File: config.mk
export PLATFORM = sky130hd
export DESIGN_NAME = linear_interp_resampler
export DESIGN_NICKNAME = d
export VERILOG_FILES = /design/src/design/lir_pkg.sv /design/src/design/linear_interp_resampler.sv /design/src/design/lir_front.sv /design/src/design/lir_job_queue.sv /design/src/design/lir_back.sv
export SDC_FILE = /design/constraint.sdc
export NUM_CORES = 2
export LEC_CHECK = 0
export BUFFER_PORTS_ARGS = -buffer_cell sky130_fd_sc_hd__buf_4
export CAP_MARGIN = 5
export CORE_MARGIN = 2
export CORE_UTILIZATION = 40
export CTS_BUF_LIST = sky130_fd_sc_hd__clkbuf_4
export DETAILED_ROUTE_END_ITERATION = 10
export PLACE_DENSITY = 0.54
export SLEW_MARGIN = 20
export SYNTH_ARGS = -nofsm -noshare
export SYNTH_HDL_FRONTEND = slang
export SYNTH_SLANG_ARGS = --single-unit
export TNS_END_PERCENT = 20
File: constraint.sdc
create_clock -name clk -period 15.3 [get_ports clk]
set_input_delay 3.06 -clock clk [delete_from_list [all_inputs] [get_ports clk]]
set_output_delay 3.06 -clock clk [all_outputs]
set_load 0.01 [all_outputs]
File: src/design/lir_pkg.sv
`timescale 1ns / 1ps
`default_nettype none

package lir_pkg;

  // Sample and position formats.
  localparam int SAMPLE_BITS  = 24;
  localparam int FRAC_BITS    = 16;
  localparam int STEP_BITS    = 20;
  localparam int MAX_UPSAMPLE = 16;

  // The read position stays below one unit plus one step.
  localparam int POS_BITS = STEP_BITS + 1;
  localparam int CNT_BITS = $clog2(MAX_UPSAMPLE + 1);

  // Interpolation product: (SAMPLE_BITS + 1) signed times (FRAC_BITS + 1) signed.
  localparam int DIFF_BITS = SAMPLE_BITS + 1;
  localparam int PROD_BITS = DIFF_BITS + FRAC_BITS + 1;

  // Configuration register map.
  localparam int CFG_INDEX_BITS = 4;
  localparam logic [CFG_INDEX_BITS-1:0] REG_STEP   = CFG_INDEX_BITS'(0);
  localparam logic [CFG_INDEX_BITS-1:0] REG_STEREO = CFG_INDEX_BITS'(1);
  localparam logic [STEP_BITS-1:0] STEP_RESET = STEP_BITS'(1 << FRAC_BITS);

  // Queue depths, both powers of two so that pointers wrap by themselves.
  localparam int JOBQ_DEPTH = 2;
  localparam int OUTQ_DEPTH = 4;

  // One run of interpolated outputs between two input frames.
  typedef struct packed {
    logic signed [SAMPLE_BITS-1:0] prev_left;
    logic signed [SAMPLE_BITS-1:0] prev_right;
    logic signed [SAMPLE_BITS-1:0] cur_left;
    logic signed [SAMPLE_BITS-1:0] cur_right;
    logic [FRAC_BITS-1:0]          start_pos;
    logic [CNT_BITS-1:0]           count;
  } job_t;

  typedef struct packed {
    logic signed [SAMPLE_BITS-1:0] left;
    logic signed [SAMPLE_BITS-1:0] right;
    logic                          last;
  } result_t;

endpackage

`default_nettype wire

File: src/design/linear_interp_resampler.sv
`timescale 1ns / 1ps
`default_nettype none

// Streaming linear-interpolation sample rate converter for mono or stereo
// Q1.23 audio frames. Each input frame that follows another frame of the same
// block produces every output whose read position falls between the two
// frames, computed as prev + (cur - prev) * frac with round-half-up, and the
// last output of that run carries last_of_run. The first frame of a block
// only primes the held frame, a frame whose interval is skipped by a large
// step produces nothing, and a frame with block_end set clears the held frame
// and the position. At most sixteen outputs come from one frame. The front
// end holds full high while it walks the read position one step per cycle
// to find the run length and until it hands the run over; a frame that
// produces no output does not raise full. The back end produces one output
// per cycle while the result queue has room, through a registered multiply
// stage, and rounds each result as it is written into the four-deep result
// queue. If the output side stalls long enough to fill that queue and the
// two-deep job queue, the front end cannot hand over its run and full stays
// high. Configuration writes are always taken
// (cfg_ready is tied high) and should be issued only while the block is idle;
// register 0 is the step (Q.16, input rate over output rate, reset 1.0) and
// register 1 selects stereo (reset on). In mono the right output is zero.

module linear_interp_resampler (
  input  wire logic                                        clk,
  input  wire logic                                        rst,
  // Input frames.
  input  wire logic                                        push,
  output logic                                             full,
  input  wire logic signed [lir_pkg::SAMPLE_BITS-1:0]      sample_left,
  input  wire logic signed [lir_pkg::SAMPLE_BITS-1:0]      sample_right,
  input  wire logic                                        block_end,
  // Output frames.
  output logic                                             empty,
  input  wire logic                                        pop,
  output logic signed [lir_pkg::SAMPLE_BITS-1:0]           out_left,
  output logic signed [lir_pkg::SAMPLE_BITS-1:0]           out_right,
  output logic                                             last_of_run,
  // Configuration writes.
  input  wire logic                                        cfg_valid,
  output logic                                             cfg_ready,
  input  wire logic [lir_pkg::CFG_INDEX_BITS-1:0]          cfg_index,
  input  wire logic [lir_pkg::STEP_BITS-1:0]               cfg_data
);

  logic [lir_pkg::STEP_BITS-1:0] step;
  logic                          stereo;

  logic             fe_job_valid;
  logic             fe_job_ready;
  lir_pkg::job_t    fe_job;
  logic             be_job_valid;
  logic             be_job_ready;
  lir_pkg::job_t    be_job;
  lir_pkg::result_t result;

  // Step goes to both halves and stereo only to the back end. Writes to an
  // index outside the register map are accepted and dropped.
  assign cfg_ready = 1'b1;

  always_ff @(posedge clk) begin
    if (rst) begin
      step   <= lir_pkg::STEP_RESET;
      stereo <= 1'b1;
    end else if (cfg_valid && cfg_ready) begin
      if (cfg_index == lir_pkg::REG_STEP) begin
        step <= cfg_data;
      end else if (cfg_index == lir_pkg::REG_STEREO) begin
        stereo <= cfg_data[0];
      end
    end
  end

  // The front end holds the previous frame and the read position and turns
  // each input transaction into at most one run description.
  lir_front u_front (
    .clk          (clk),
    .rst          (rst),
    .push         (push),
    .full         (full),
    .sample_left  (sample_left),
    .sample_right (sample_right),
    .block_end    (block_end),
    .step         (step),
    .job_valid    (fe_job_valid),
    .job_ready    (fe_job_ready),
    .job          (fe_job)
  );

  // Runs wait here so that the front end can take the next frame while the
  // back end is still producing outputs.
  lir_job_queue u_job_queue (
    .clk       (clk),
    .rst       (rst),
    .in_valid  (fe_job_valid),
    .in_ready  (fe_job_ready),
    .in_job    (fe_job),
    .out_valid (be_job_valid),
    .out_ready (be_job_ready),
    .out_job   (be_job)
  );

  // The back end queues one interpolated output per cycle while it has room.
  lir_back u_back (
    .clk       (clk),
    .rst       (rst),
    .job_valid (be_job_valid),
    .job_ready (be_job_ready),
    .job       (be_job),
    .step      (step),
    .stereo    (stereo),
    .empty     (empty),
    .pop       (pop),
    .result    (result)
  );

  assign out_left    = result.left;
  assign out_right   = result.right;
  assign last_of_run = result.last;

endmodule

`default_nettype wire

File: src/design/lir_front.sv
`timescale 1ns / 1ps
`default_nettype none

module lir_front (
  input  wire logic                                  clk,
  input  wire logic                                  rst,
  input  wire logic                                  push,
  output logic                                       full,
  input  wire logic signed [lir_pkg::SAMPLE_BITS-1:0] sample_left,
  input  wire logic signed [lir_pkg::SAMPLE_BITS-1:0] sample_right,
  input  wire logic                                  block_end,
  input  wire logic [lir_pkg::STEP_BITS-1:0]         step,
  output logic                                       job_valid,
  input  wire logic                                  job_ready,
  output lir_pkg::job_t                              job
);

  localparam logic [lir_pkg::POS_BITS-1:0] UNIT = lir_pkg::POS_BITS'(1 << lir_pkg::FRAC_BITS);
  localparam logic [lir_pkg::CNT_BITS-1:0] MAX_CNT =
    lir_pkg::CNT_BITS'(lir_pkg::MAX_UPSAMPLE);

  logic signed [lir_pkg::SAMPLE_BITS-1:0] prev_left;
  logic signed [lir_pkg::SAMPLE_BITS-1:0] prev_right;
  logic                                   have_prev;
  logic [lir_pkg::POS_BITS-1:0]           pos;
  logic                                   busy;
  logic [lir_pkg::POS_BITS-1:0]           scan;
  logic                                   run_end;
  lir_pkg::job_t                          run;

  logic accept;
  logic pos_below;
  logic scan_below;
  logic count_done;

  assign accept     = push && !busy;
  assign pos_below  = pos < UNIT;
  assign scan_below = scan < UNIT;
  assign count_done = !scan_below || (run.count == MAX_CNT);
  assign full       = busy;
  assign job_valid  = busy && count_done;
  assign job        = run;

  // The front walks the positions of a run only to learn its length and the
  // position left for the next frame; the back does the arithmetic.
  always_ff @(posedge clk) begin
    if (rst) begin
      busy       <= 1'b0;
      have_prev  <= 1'b0;
      pos        <= '0;
      prev_left  <= '0;
      prev_right <= '0;
    end else if (accept) begin
      prev_left  <= sample_left;
      prev_right <= sample_right;
      have_prev  <= !block_end;
      if (have_prev && pos_below) begin
        busy           <= 1'b1;
        run.prev_left  <= prev_left;
        run.prev_right <= prev_right;
        run.cur_left   <= sample_left;
        run.cur_right  <= sample_right;
        run.start_pos  <= pos[lir_pkg::FRAC_BITS-1:0];
        run.count      <= '0;
        scan           <= pos;
        run_end        <= block_end;
      end else if (block_end) begin
        pos <= '0;
      end else if (have_prev) begin
        pos <= pos - UNIT;
      end
    end else if (busy) begin
      if (!count_done) begin
        scan      <= scan + {1'b0, step};
        run.count <= run.count + 1'b1;
      end else if (job_ready) begin
        busy <= 1'b0;
        if (run_end || scan_below) begin
          pos <= '0;
        end else begin
          pos <= scan - UNIT;
        end
      end
    end
  end

  a_job_count: assert property (@(posedge clk) disable iff (rst)
    job_valid |-> (run.count != '0 && run.count <= MAX_CNT))
    else $error("run handed to the back with a bad output count");

endmodule

`default_nettype wire

File: src/design/lir_job_queue.sv
`timescale 1ns / 1ps
`default_nettype none

module lir_job_queue (
  input  wire logic          clk,
  input  wire logic          rst,
  input  wire logic          in_valid,
  output logic               in_ready,
  input  wire lir_pkg::job_t in_job,
  output logic               out_valid,
  input  wire logic          out_ready,
  output lir_pkg::job_t      out_job
);

  localparam int PTR_BITS = $clog2(lir_pkg::JOBQ_DEPTH);
  localparam logic [PTR_BITS:0] DEPTH = (PTR_BITS + 1)'(lir_pkg::JOBQ_DEPTH);

  lir_pkg::job_t       slots [lir_pkg::JOBQ_DEPTH];
  logic [PTR_BITS-1:0] wr_ptr;
  logic [PTR_BITS-1:0] rd_ptr;
  logic [PTR_BITS:0]   count;

  logic do_push;
  logic do_pop;

  assign in_ready  = count != DEPTH;
  assign out_valid = count != '0;
  assign out_job   = slots[rd_ptr];
  assign do_push   = in_valid && in_ready;
  assign do_pop    = out_valid && out_ready;

  always_ff @(posedge clk) begin
    if (do_push) begin
      slots[wr_ptr] <= in_job;
    end
  end

  always_ff @(posedge clk) begin
    if (rst) begin
      wr_ptr <= '0;
      rd_ptr <= '0;
      count  <= '0;
    end else begin
      if (do_push) begin
        wr_ptr <= wr_ptr + 1'b1;
      end
      if (do_pop) begin
        rd_ptr <= rd_ptr + 1'b1;
      end
      unique case ({do_push, do_pop})
        2'b10:   count <= count + 1'b1;
        2'b01:   count <= count - 1'b1;
        default: count <= count;
      endcase
    end
  end

  a_jobq_bound: assert property (@(posedge clk) disable iff (rst)
    count <= DEPTH)
    else $error("job queue occupancy out of range");

endmodule

`default_nettype wire

File: src/design/lir_back.sv
`timescale 1ns / 1ps
`default_nettype none

module lir_back (
  input  wire logic                          clk,
  input  wire logic                          rst,
  input  wire logic                          job_valid,
  output logic                               job_ready,
  input  wire lir_pkg::job_t                 job,
  input  wire logic [lir_pkg::STEP_BITS-1:0] step,
  input  wire logic                          stereo,
  output logic                               empty,
  input  wire logic                          pop,
  output lir_pkg::result_t                   result
);

  localparam int FB = lir_pkg::FRAC_BITS;
  localparam int SB = lir_pkg::SAMPLE_BITS;
  localparam int PB = lir_pkg::PROD_BITS;
  localparam int QP = $clog2(lir_pkg::OUTQ_DEPTH);
  localparam logic signed [PB-1:0] HALF = PB'(1 << (FB - 1));
  localparam logic [QP:0] QDEPTH = (QP + 1)'(lir_pkg::OUTQ_DEPTH);

  // Run registers.
  logic                                 active;
  logic signed [lir_pkg::DIFF_BITS-1:0] diff_left;
  logic signed [lir_pkg::DIFF_BITS-1:0] diff_right;
  logic signed [SB-1:0]                 base_left;
  logic signed [SB-1:0]                 base_right;
  logic [FB-1:0]                        frac;
  logic [lir_pkg::CNT_BITS-1:0]         left_cnt;

  // Product stage.
  logic                 st_valid;
  logic signed [PB-1:0] prod_left;
  logic signed [PB-1:0] prod_right;
  logic signed [SB-1:0] st_base_left;
  logic signed [SB-1:0] st_base_right;
  logic                 st_stereo;
  logic                 st_last;

  // Result queue.
  lir_pkg::result_t slots [lir_pkg::OUTQ_DEPTH];
  logic [QP-1:0]    wr_ptr;
  logic [QP-1:0]    rd_ptr;
  logic [QP:0]      count;

  logic             issue;
  logic             issue_last;
  logic             out_pop;
  logic signed [PB-1:0] round_left;
  logic signed [PB-1:0] round_right;
  lir_pkg::result_t res_new;

  // A result is issued only when the queue has room for it and for the one
  // still in the product stage.
  assign issue      = active && ((count + {{QP{1'b0}}, st_valid}) < QDEPTH);
  assign issue_last = issue && (left_cnt == lir_pkg::CNT_BITS'(1));
  assign job_ready  = !active || issue_last;
  assign out_pop    = pop && !empty;
  assign empty      = count == '0;
  assign result     = slots[rd_ptr];

  always_comb begin
    round_left    = (prod_left + HALF) >>> FB;
    round_right   = (prod_right + HALF) >>> FB;
    res_new.left  = st_base_left + round_left[SB-1:0];
    res_new.right = st_stereo ? (st_base_right + round_right[SB-1:0]) : '0;
    res_new.last  = st_last;
  end

  always_ff @(posedge clk) begin
    if (rst) begin
      active <= 1'b0;
    end else if (job_valid && job_ready) begin
      active     <= 1'b1;
      diff_left  <= lir_pkg::DIFF_BITS'(job.cur_left) - lir_pkg::DIFF_BITS'(job.prev_left);
      diff_right <= lir_pkg::DIFF_BITS'(job.cur_right) - lir_pkg::DIFF_BITS'(job.prev_right);
      base_left  <= job.prev_left;
      base_right <= job.prev_right;
      frac       <= job.start_pos;
      left_cnt   <= job.count;
    end else if (issue) begin
      active   <= !issue_last;
      frac     <= frac + step[FB-1:0];
      left_cnt <= left_cnt - 1'b1;
    end
  end

  always_ff @(posedge clk) begin
    if (rst) begin
      st_valid <= 1'b0;
    end else begin
      st_valid <= issue;
    end
    if (issue) begin
      prod_left     <= diff_left * $signed({1'b0, frac});
      prod_right    <= diff_right * $signed({1'b0, frac});
      st_base_left  <= base_left;
      st_base_right <= base_right;
      st_stereo     <= stereo;
      st_last       <= issue_last;
    end
  end

  always_ff @(posedge clk) begin
    if (st_valid) begin
      slots[wr_ptr] <= res_new;
    end
  end

  always_ff @(posedge clk) begin
    if (rst) begin
      wr_ptr <= '0;
      rd_ptr <= '0;
      count  <= '0;
    end else begin
      if (st_valid) begin
        wr_ptr <= wr_ptr + 1'b1;
      end
      if (out_pop) begin
        rd_ptr <= rd_ptr + 1'b1;
      end
      unique case ({st_valid, out_pop})
        2'b10:   count <= count + 1'b1;
        2'b01:   count <= count - 1'b1;
        default: count <= count;
      endcase
    end
  end

  a_no_overflow: assert property (@(posedge clk) disable iff (rst)
    st_valid |-> (count != QDEPTH || out_pop))
    else $error("result queue written while full");

  a_active_count: assert property (@(posedge clk) disable iff (rst)
    active |-> left_cnt != '0)
    else $error("active run with no outputs left");

endmodule

`default_nettype wire

=== Yosys cells after proc, flatten, opt, wreduce, memory -nomap -nowiden ===
Memory sizes are Yosys's and may differ from the RTL's. A register that Yosys moved wholly into a read port is not among the register bits.
Index checks and enable logic that the tools add are counted.

* Input bits: 78
* Flip-flop bits (word level): 493
* RAM bits: 430
* Output and inout bits: 52
* Logic and storage cells: 148
* Memories: 2

{| class="wikitable"
|+ Memory list
! memory !! depth !! width !! read ports !! clocked after memory_dff !! wr ports !! RTL line !! text
|-
| u_job_queue.slots || 2 || 117 || 1 || 1 || 1 || lir_job_queue.sv:18 || <nowiki>lir_pkg::job_t slots [lir_pkg::JOBQ_DEPTH];</nowiki>
|-
| u_back.slots || 4 || 49 || 1 || 1 || 1 || lir_back.sv:43 || <nowiki>lir_pkg::result_t slots [lir_pkg::OUTQ_DEPTH];</nowiki>
|}

* Multiply operators: 2
* Add/subtract/negate cells: 21
* Reductions and logical operators: 33
* $lt $le $gt $ge: 3
* Mux-type cells: 38
* Bitwise gates (word level): 2
* Equal/unequal tests: 12

{| class="wikitable"
|+ Operator list
! cell !! number
|-
| two-way mux 21 bit || 12
|-
| adder 40 x 17 -> 40 bit, second input constant || 2
|-
| multiplier 25 x 17 -> 40 bit || 2
|-
| subtractor 24 x 24 -> 25 bit || 2
|-
| adder 24 bit || 2
|-
| less-than comparator 21 x 17 -> 1 bit, second input constant || 2
|-
| subtractor 21 x 17 -> 21 bit, second input constant || 2
|-
| two-way mux 16 bit || 2
|-
| two-way mux 5 bit || 6
|-
| two-way mux 24 bit || 1
|-
| adder 21 x 20 -> 21 bit || 1
|-
| adder 16 bit || 1
|-
| nonzero test 2 bit || 7
|-
| two-way mux 1 bit || 13
|-
| logical AND 1 bit || 8
|-
| adder 2 x 1 -> 2 bit, second input constant || 3
|-
| zero test 1 bit || 6
|-
| != test 2 bit, second input constant || 3
|-
| one-hot mux 3 bit (2 select lines) || 1
|-
| AND reduction 2 bit || 3
|-
| AND reduction 3 bit || 2
|-
| adder 5 x 1 -> 5 bit, second input constant || 1
|-
| equality test 5 x 1 -> 1 bit, second input constant || 1
|-
| equality test 5 bit, second input constant || 1
|-
| 20 further kinds || 27
|}

=== Logic depth before layout (Yosys ltp) ===
* Depth in word-level cells: 8
* Mapped depth: 26
* Depth with buffers taken out: 25

=== Modules after synthesis ===
From an unflattened synthesis, not the netlist that was laid out.

* Cell total of the unflattened synthesis: 5675
* Area, all modules: 65276.4 µm²

{| class="wikitable"
|+ Modules (own cells, without submodules)
! module !! sequential area each (µm²) !! area an instance (µm²) !! times used !! cells an instance
|-
| lir_back || 12682.2 || 47356.7 || 1 || 4497
|-
| lir_job_queue || 7126.8 || 8657.1 || 1 || 388
|-
| lir_front || 5595.4 || 8279.2 || 1 || 697
|-
| linear_interp_resampler || 420.4 || 983.4 || 1 || 93
|}

=== Worst setup path after synthesis ===
Ideal clock, no wire load.

* Path type: input to register
* Start point: input push
* End point: register u_front.run, in the netlist u_front.job[100], enable pin
* Path buffers: 2
* Stages: 4
* Setup time: 723 ps
* Slack: 3298 ps
* Arrival: 11279 ps
* Required time: 14577 ps
* Cell sequence: nand2b_1 clkbuf_1 buf_1 nor3_1

* Word-level cells in the longest chain between the ends: 2

{| class="wikitable"
|+ Ends and longest elaborated chain
! what !! RTL line !! text
|-
| from (decl) || linear_interp_resampler.sv:28 || <nowiki>input wire logic push,</nowiki>
|-
| logical AND 1 bit || lir_front.sv:36 || <nowiki>assign accept = push && !busy;</nowiki>
|-
| AND reduction 3 bit (no line) || n/a ||
|-
| to (decl) || lir_front.sv:29 || <nowiki>lir_pkg::job_t run;</nowiki>
|}

No other way between the ends.
A chain may end at the register's enable or synchronous reset.

=== Worst setup path after layout ===
* Start point: register u_back.frac[9]
* End point: register u_back.prod_left[39] (data pin)

* Word-level cells in the longest chain between the ends: 1

{| class="wikitable"
|+ Ends and longest elaborated chain
! what !! RTL line !! text
|-
| from (decl) || lir_back.sv:30 || <nowiki>logic [FB-1:0] frac;</nowiki>
|-
| from (signal assigned) || lir_back.sv:81 || <nowiki>frac <= job.start_pos;</nowiki>
|-
| from (signal assigned) || lir_back.sv:85 || <nowiki>frac <= frac + step[FB-1:0];</nowiki>
|-
| multiplier 25 x 17 -> 40 bit || lir_back.sv:97 || <nowiki>prod_left <= diff_left * $signed({1'b0, frac});</nowiki>
|-
| to (signal assigned) || lir_back.sv:97 ||
|-
| to (decl) || lir_back.sv:35 || <nowiki>logic signed [PB-1:0] prod_left;</nowiki>
|}

No other way between the ends.

==> impl_metrics.yaml <==
logic_synthesis:
  synthesis.area_sq_um: 64300
  yosys.area.top_type_share_pct: 36.8
  yosysTopAreaCell: "edfxtp_1"
  postSynthRegisterBits: 896
  ys.flop_type: "edfxtp_1"
  synth_area_leaders: "edfxtp_1 37%, fa_1 24%, ha_1 6.5%"
  syn_area_per_cell_sq_um: 11.5
  yosysWarnings: 0
  async_reset_ff_share_pct: 0
  ys_seq_area_share_pct: 40.2
  synthTopCellsByCount: "983 x inv_1, 788 x edfxtp_1, 761 x fa_1"
  yosysMostFrequentCell: "inv_1"
  synthDistinctLibCells: 82
  syn_nets: 6750
  synthCells: 5576
  synth-edff-count: 788
detailed_routing:
  vias: 39856
  drt_iter0_markers: 2310
  wl_per_cell_um: 19.0
  wl_um: 153000
  dr.pass1.iters: 5
  routed_via_density: 4.93
  ant_nets: 0
  drc_errors: 0
floorplanning:
  core_sq_um: 160000
  die_area_sq_um: 164000
  die_height_um: 405
  ios: 130
  start_util_pct: 40.2
  num_rows: 147
  die_w_um: 405
clock_network:
  cts_tree: "done"
  clk_latency_ns: 1.31
  cts_buffer_depth: 3
  clkTransAtPathRegs_ns: 0.07
  holdBufCountCts: 0
  root_buffer: "clkbuf_4"
  cts_made_buffers: 236
  post-cts-setup-buffer-count: 0
  cts-resized-gates: 0
  clock_sinks: 896
  h-tree-depth: 4
timing:
  fin_crit_sh_pct: 49.6
  fin_hold_ws_ns: 0.364
  fmax_mhz: 132
  slew_headroom_pct: 34.0
  drv_slew: 0
  grt_setup_unrepaired: "false"
  fin_tns_setup_ns: 0
  finalHoldViolCount: 0
  fin_crit_ns: 7.59
  tightest_slew_ns: 0.988
  clock_skew_ns: 0.137
  setup-violations-final: 0
critical_path:
  critPathLaunchType: "flip-flop"
  critPathKind: "reg -> reg"
  critPathMaxStageDelay_ns: 0.83
  cp.required_ns: 16.25
  cp-end-kind: "flip-flop"
  critPathSlowestCell: "edfxtp_1"
  path_cells: "buf_4, nand2_1, fa_1, inv_1, fa_1, inv_1, fa_1, inv_1, fa_1, fa_1, inv_1, fa_1, inv_1, ha_1, a21oi_1, nand2_1, o311ai_1, o31a_2, a21oi_4, a211oi_4, o31a_1, o21bai_1, xnor2_1"
  cp_max_fo: 36
  critPathBufInv: 6
  crit_family: "adder cells"
  worst_path_most_repeated_cell: "fa_1"
  critical_path_arrival_ns: 8.54
layout:
  design_area_sq_um: 70700
  drive_gt1_share_pct: 12.0
  fin_nets: 6959
  stdcell_count: 8081
  area_growth_syn_to_layout_pct: 9.93
min_path:
  hold_path.class: "reg -> reg"
global_routing:
  gr-total-overflow: 0
  grt_pass1_vias: 42597
  grt_pass1_wl_um: 243000
  antenna_found_initial: 13
  grt_max_degree: 75
  grtUsageTotal_pct: 19.4
place:
  post-place-cells: 7633
  dpl_cell_area_sq_um: 67500
  gp_congestion: 0.840
  hpwlAfterDp_um: 110000
  place.port_buffers: 128
status:
  status: "complete, no violations"
flow_run:
  cap_violations: 0
## area by class of cell
type | count | area [sq um]
flip-flops and latches | 896 | 25800
diodes | 12 | 30.0
repair buffers | 180 | 1350
well taps | 2086 | 2610
multi-input cells | 3488 | 34000
clock inverters | 83 | 448
clock buffers | 353 | 2650
inverters | 983 | 3690
fillers | 15188 | 89400
## placed cells by master (no fill, tap or decap), types with 68 or more instances in the layout
master | netlist | layout
ha_1 | 335 | 335
buf_4 | 1 | 180
mux2i_1 | 68 | 68
o21ai_0 | 77 | 77
inv_1 | 983 | 982
and2_1 | 325 | 321
edfxtp_1 | 788 | 788
fa_1 | 761 | 761
dfxtp_1 | 108 | 105
xor2_1 | 79 | 79
nand3_1 | 72 | 72
nand2_1 | 744 | 744
xnor2_1 | 158 | 158
clkbuf_4 | 0 | 353
nor2_1 | 163 | 160
a21oi_1 | 208 | 207
## per-layer routing
metal | part of all wire (%) | GRT usage [%]
met1 | 47 | 26.9
met4 | 2.1 | 5.58
met2 | 46 | 30.8
met5 | 0.0065 | 0
met3 | 5.4 | 3.90
## sequential cells by signal, summed over array words and instances (netlist names), 3 cells and up, named ones only
name / count
u_job_queue.slots: 234
u_back.slots: 196
u_front.job: 117
u_back.diff_left: 25
u_back.diff_right: 25
u_back.prod_left: 25
u_back.prod_right: 25
u_back.base_left: 24
u_back.base_right: 24
u_back.st_base_left: 24
u_back.st_base_right: 24
u_front.prev_left: 24
u_front.prev_right: 24
u_front.pos: 21
u_front.scan: 21
step: 20
u_back.frac: 16
u_back.left_cnt: 5
u_back.count: 3
## per-stage QoR
stage               utilization (%)  worst slack, ns
floorplan                         -             3.30
global placement               42.2             7.83
detailed placement             42.2             7.81
CTS                            44.1             7.71
global route                   44.1             7.40
finish                         44.2             7.71
## kinds of logic (layout without fill, tap and decap cells)
kind of cell,after synthesis,count (layout),synth area share (%)
compound gates,502,502,5.00
xor+xnor,237,237,3.23
fa+ha+maj,1096,1096,30.2
buf+inv,1192,1599,6.97
flops,896,896,40.2
mux,163,163,3.58
other cells,1,13,0.00583
simple gates,1489,1489,10.8
## worst register-to-register path, stage by stage (launching register included)
cell and delay [ns]:
edfxtp_1 0.83, buf_4 0.56, nand2_1 0.18, fa_1 0.54
inv_1 0.05, fa_1 0.50, inv_1 0.06, fa_1 0.53
inv_1 0.05, fa_1 0.44, fa_1 0.49, inv_1 0.05
fa_1 0.47, inv_1 0.04, ha_1 0.33, a21oi_1 0.18
nand2_1 0.07, o311ai_1 0.74, o31a_2 0.30, a21oi_4 0.09
a211oi_4 0.31, o31a_1 0.23, o21bai_1 0.09, xnor2_1 0.13
## final timing paths
check | start | cells after the start | end | slack (ns)
worst max-delay path | u_back.frac[9] | 23 | u_back.prod_left[39] | 7.71
worst min-delay path | u_back.base_right[1] | 0 | u_back.st_base_right[1] | 0.36
worst max register to register | u_back.frac[9] | 23 | u_back.prod_left[39] | 7.71
worst min register to register | u_back.base_right[1] | 0 | u_back.st_base_right[1] | 0.36
Power is left out: the tool's default activity adds up to more than one toggle a clock period on the data nets, which glitch-free logic cannot reach.
